==> src/sv/dsrf_pkg.sv <==
`default_nettype none

package dsrf_pkg;

    localparam int RING_DEPTH = 1024;
    localparam int MAX_READ   = 64;

    localparam int PTR_W    = $clog2(RING_DEPTH);
    localparam int FILL_W   = (PTR_W + 1 > 10) ? PTR_W + 1 : 10;
    localparam int SAMPLE_W = 16;
    localparam int LEN_W    = 7;
    localparam int PHASE_W  = 9;
    localparam int STEP_W   = 11;
    localparam int CFG_W    = 7;
    localparam int CFG_IDX_W = 2;

    localparam logic [1:0] OP_PUSH  = 2'd0;
    localparam logic [1:0] OP_READ  = 2'd1;
    localparam logic [1:0] OP_FLUSH = 2'd2;

    localparam logic [CFG_IDX_W-1:0] REG_RATIO    = 2'd0;
    localparam logic [CFG_IDX_W-1:0] REG_CHANNELS = 2'd1;
    localparam logic [CFG_IDX_W-1:0] REG_SELECT   = 2'd2;

    typedef enum logic {
        ST_IDLE,
        ST_READ
    } state_t;

    typedef struct packed {
        logic push;
        logic flush;
        logic refuse;
        logic issue;
        logic issue_last;
    } ctrl_cmd_t;

    typedef struct packed {
        logic short_ring;
    } dp_status_t;

    function automatic logic [6:0] clamp_ratio(input logic [6:0] v);
        logic [6:0] r;
        if (v == 7'd0)
        begin
            r = 7'd1;
        end
        else if (v > 7'd64)
        begin
            r = 7'd64;
        end
        else
        begin
            r = v;
        end
        return r;
    endfunction

    function automatic logic [3:0] clamp_channels(input logic [3:0] v);
        logic [3:0] r;
        if (v == 4'd0)
        begin
            r = 4'd1;
        end
        else if (v > 4'd8)
        begin
            r = 4'd8;
        end
        else
        begin
            r = v;
        end
        return r;
    endfunction

endpackage

`default_nettype wire

==> src/sv/dsrf_ctrl.sv <==
`default_nettype none

module dsrf_ctrl (
    input  wire logic                      clk,
    input  wire logic                      rst_n,
    input  wire logic                      start,
    input  wire logic [1:0]                op,
    input  wire logic [dsrf_pkg::LEN_W-1:0] read_len,
    input  wire dsrf_pkg::dp_status_t      status_in,
    output logic                           busy,
    output dsrf_pkg::ctrl_cmd_t            cmd
);

    import dsrf_pkg::*;

    state_t           state_reg;
    state_t           state_next;
    logic [LEN_W-1:0] count_reg;
    logic [LEN_W-1:0] count_next;
    logic             accept;

    assign accept = start && (state_reg == ST_IDLE);

    always_ff @(posedge clk or negedge rst_n)
    begin
        if (!rst_n)
        begin
            state_reg <= ST_IDLE;
            count_reg <= '0;
        end
        else
        begin
            state_reg <= state_next;
            count_reg <= count_next;
        end
    end

    always_comb
    begin
        state_next = state_reg;
        count_next = count_reg;
        case (state_reg)
            ST_IDLE:
            begin
                if (accept && op == OP_READ && !status_in.short_ring)
                begin
                    state_next = ST_READ;
                    count_next = read_len;
                end
            end
            ST_READ:
            begin
                count_next = count_reg - 1'b1;
                if (count_reg == LEN_W'(1))
                begin
                    state_next = ST_IDLE;
                end
            end
            default:
            begin
                state_next = ST_IDLE;
            end
        endcase
    end

    always_comb
    begin
        cmd  = '0;
        busy = 1'b0;
        case (state_reg)
            ST_IDLE:
            begin
                if (accept)
                begin
                    cmd.push   = (op == OP_PUSH);
                    cmd.flush  = (op == OP_FLUSH);
                    cmd.refuse = (op == OP_READ) && status_in.short_ring;
                end
            end
            ST_READ:
            begin
                busy           = 1'b1;
                cmd.issue      = 1'b1;
                cmd.issue_last = (count_reg == LEN_W'(1));
            end
            default:
            begin
                busy = 1'b1;
            end
        endcase
    end

endmodule

`default_nettype wire

==> config.mk <==
export PLATFORM = sky130hd
export DESIGN_NAME = dsrf_ctrl
export DESIGN_NICKNAME = d
export VERILOG_FILES = /design/src/sv/dsrf_pkg.sv /design/src/sv/dsrf_ctrl.sv
export SDC_FILE = /design/constraint.sdc
export NUM_CORES = 1
export LEC_CHECK = 0
export BUFFER_PORTS_ARGS = -buffer_cell sky130_fd_sc_hd__buf_2
export CAP_MARGIN = 20
export CORE_AREA = 3 3 50 52
export CTS_CLUSTER_SIZE = 8
export DETAILED_ROUTE_END_ITERATION = 8
export DIE_AREA = 0 0 53 55
export PLACE_DENSITY = 0.52
export SYNTH_ARGS = -nofsm -noshare
export SYNTH_HDL_FRONTEND = slang
export SYNTH_SLANG_ARGS = --single-unit
export TNS_END_PERCENT = 100
==> constraint.sdc <==
create_clock -name clk -period 1.4 [get_ports clk]
set_input_delay 0.28 -clock clk [delete_from_list [all_inputs] [get_ports clk]]
set_output_delay 0.28 -clock clk [all_outputs]
set_load 0.1 [all_outputs]
==> flow_summary.rst <==
.. list-table::
   :header-rows: 1

   * - Metric
     - Value
   * - Result of the run
     - complete, but fails checks
   * - Failing checks
     - setup timing
   * - Portion of synthesized cell area occupied by the leading cell type
     - 0.384
   * - Number of CTS-inserted buffers
     - 3
   * - Data required time of the worst path
     - 1.12 ns
   * - Horizontal extent of the die
     - 53 um
   * - Htree depth
     - 1
   * - Count of pins on the block boundary
     - 19
   * - Endpoints failing hold
     - 0
   * - Vias after detailed routing
     - around 530
   * - Fraction of the core area covered by cells at the end of the flow
     - 0.428
   * - Headroom to the max-slew limit
     - 0.813
   * - Setup violation total in the final timing report
     - 10
   * - Core ar.
     - around 0.0021 mm^2
   * - Maximum number of pins on one net before global-route repair
     - 14
   * - Largest vdd supply drop
     - between 0.0008 and 0.0009 V
   * - CTS Root Buffer Type
     - clkbuf_4
   * - Critical-path maximum fanout
     - 2
   * - Chip Height
     - 55 um
   * - Endpoint kind of the worst setup timing path
     - output port
   * - Number of placed instances with taps included
     - 110
   * - Weighted congestion reported at the end of routability-driven placement
     - 0.761
   * - Via count of the first global-routing pass
     - between 500 and 600
   * - Count of nets left with antenna violations after detail routing
     - 0
   * - Sinks on Clock Net
     - 8
   * - Proportion of synthesized chip area in sequential cells
     - 0.384
   * - Area Overhead vs Synth
     - 76.3%
   * - Cells after synthesis
     - 58
   * - Area after detailed placement
     - between 800 and 900 um^2
   * - Worst setup SP type
     - flop
   * - Starting utilization of the core area
     - 0.243
   * - CP max stage delay
     - around 0.41 ns
   * - Final Instance Area
     - just over 900 um^2
   * - Synthesized area
     - 522 um^2
   * - Crit path setup slack, layout
     - -0.349 ns
   * - Ys Warns
     - 0
   * - Count of placed standard cells in the final layout, fillers left out
     - roughly 120
   * - Area leader, netlist
     - dfrtp_1
   * - Drt initial violations
     - 9
   * - Total routing resource utilization after global routing
     - 0.109
   * - Min Clock Period, post-route
     - approximately 1.7 ns
   * - Total congestion overflow after global routing
     - 0
   * - Number of nets in the final layout
     - ~100
   * - Total of buffers placed on input and output ports
     - 18
   * - Clock-pin transition on the worst setup and hold timing paths
     - around 0.06 ns
   * - Aggregate routed wire length
     - roughly 1400 um
   * - Clock tree from TritonCTS
     - done
   * - Slew Viols, Final
     - 0
   * - Flip-flop count of the largest register, all copies and words added
     - 7
   * - Antenna violations before repair
     - 0
   * - Arrival time at the worst endpoint
     - ~1.5 ns
   * - Final cycle utilization of the critical path
     - 1.25
   * - Crit path cell chain
     - nor4_4 > nand3b_1 > nor2_4 > buf_12
   * - Async set-reset flop share out of synthesis
     - 1.00
   * - Global-route wire length before repair
     - between 2000 and 2500 um
   * - Achievable clock frequency
     - between 500 and 600 MHz
   * - Worst slack, placed
     - -0.0911 ns
   * - Die Footprint
     - between 0.002 and 0.003 mm^2
   * - Count of inserted antenna diode cells
     - 0
   * - Largest cells by area after synthesis
     - dfrtp_1 (38%), nand2_1 (7.2%), ha_1 (4.8%), o211ai_1 (4.3%), o311ai_2 (3.1%)
   * - Slew at the pin with the worst max-slew slack
     - around 0.28 ns
   * - # Max-Cap Violations
     - 0
   * - Classification of the worst-slack hold path
     - in -> reg
   * - Total iterations of the first detailed-routing run
     - 4
   * - Clock buffer depth
     - 2
   * - Routed wire length per instance
     - approximately 12 um
   * - Slowest CP cell
     - dfrtp_1
   * - Type of the worst setup path
     - reg -> out
   * - Half-perimeter wire length after detailed placement
     - a little over 1000 um
   * - FP Rows
     - 17
   * - Insertion delay of the later-clocked pin in the worst-skew pair
     - ~0.25 ns
   * - Leakage power summed over all cells
     - just under 0.4 nW
   * - Dominant synthesized flop cell
     - dfrtp_1
   * - Fraction of layout cells with a size suffix above 1
     - 0.511
   * - Worst-case clock skew
     - 0.00175 ns
   * - Layout filler cell count
     - around 210
   * - Number of remaining DRC errors
     - 0
   * - Number of enable-type register cells in the synthesized netlist
     - 0
   * - Mean Syn Cell Area
     - between 8 and 9 um^2
   * - Flops & latches, synth
     - 8
   * - Mapped Nets
     - between 70 and 80
   * - Library cells used by synthesis
     - 27
   * - Areal power density over the cells
     - around 2000 mW/mm^2
   * - Via-to-Cell Ratio
     - roughly 4.6
   * - Setup TNS
     - -1.22 ns
   * - Setup repair after global routing missed its margin
     - true
## critical path, delay by kind of cell, from the launching register on
family	cells	cell delay [ns]
buffers and inverters	1	0.18
flip-flops	1	0.41
AND/OR/NAND/NOR	3	0.62
## Yosys cell counts, types with 2 or more instances
master	count
nand2_1	10
dfrtp_1	8
nor2_1	4
inv_1	3
nand3_1	3
nor3_1	3
o211ai_1	3
a211oi_1	2
ha_1	2
nand3b_1	2
nand4_1	2
## layout make-up
type / instances / area, um^2 / area share
Inverter: 3 / 11.3 / 0.0122
Timing Repair Buffer: 29 / 277 / 0.301
Multi-Input combinational cell: 44 / 367 / 0.399
Clock buffer: 4 / 26.3 / 0.0286
Sequential cell: 8 / 204 / 0.222
Tap cell: 28 / 35.0 / 0.0381
## cells by family (layout without fill, tap and decap cells)
kind of cell               Yosys count  after routing  synth area share
DFF                                  8              8             0.384
AOI/OAI and AO/OA                   10             10             0.163
and+or+nand+nor                     32             32             0.341
adders and majority gates            2              2            0.0480
buffers and inverters                6             36            0.0647
## what timing repair did
| item | CTS | global route |
|---|---|---|
| endpoints found under the setup margin | 5 | 12 |
| endpoints found under the hold margin | 8 | 0 |
| hold buffers | 1 | 0 |
| pin swaps | 8 | 8 |
| setup buffers | 1 | 2 |
| resized for setup | 3 | 8 |
## metrics by stage
step                      hold slack, ns  total power, mW
after floorplan                  -0.0156             1.17
after CTS                          0.238             1.82
after global routing               0.236             2.01
final                              0.243             1.87
after detailed placement           0.140             1.59
after global placement             0.133             1.57
## layout by cell type, fill, tap and decap left out, drive strengths merged
cell type	n
nand2	10
buf	28
nor4b	1
nand2b	1
clkbuf	4
or2b	1
nor3	3
o211ai	3
nor4	1
a211oi	2
and2	1
dfrtp	8
o21ai	1
nand4	2
and4bb	1
nand3b	2
dlygate4sd3	1
o311ai	3
or4	1
nor2b	1
ha	2
nand3	3
nor2	4
inv	3
a211o	1
## path summary, 6_finish.rpt
path	slack, ns	startpoint	depth (start not counted)	to
min in group asynchronous	0.40	rst_n	2	count_reg[4]
max in group asynchronous	0.81	rst_n	2	state_reg
hold / removal	0.24	read_len[0]	3	count_reg[0]
setup / recovery	-0.35	count_reg[2]	4	cmd[0]
setup reg to reg	-0.06	state_reg	5	count_reg[1]
hold reg to reg	0.60	count_reg[6]	2	count_reg[6]
## metal layers
layer / share of wire / vias up / global-route usage
met5: 0 / - / 0
met4: 0.027 / 0 / 0.0511
met3: 0.020 / 4 / 0.0241
met2: 0.48 / 8 / 0.176
met1: 0.47 / 251 / 0.139
li1: - / 271 / -
## power breakdown
part           switching [mW]  leakage [nW]  internal [mW]
combinational           0.663         0.286          0.543
clock                  0.0849        0.0150          0.109
sequential              0.117        0.0924          0.355
Power figures use the tool's default switching activity.
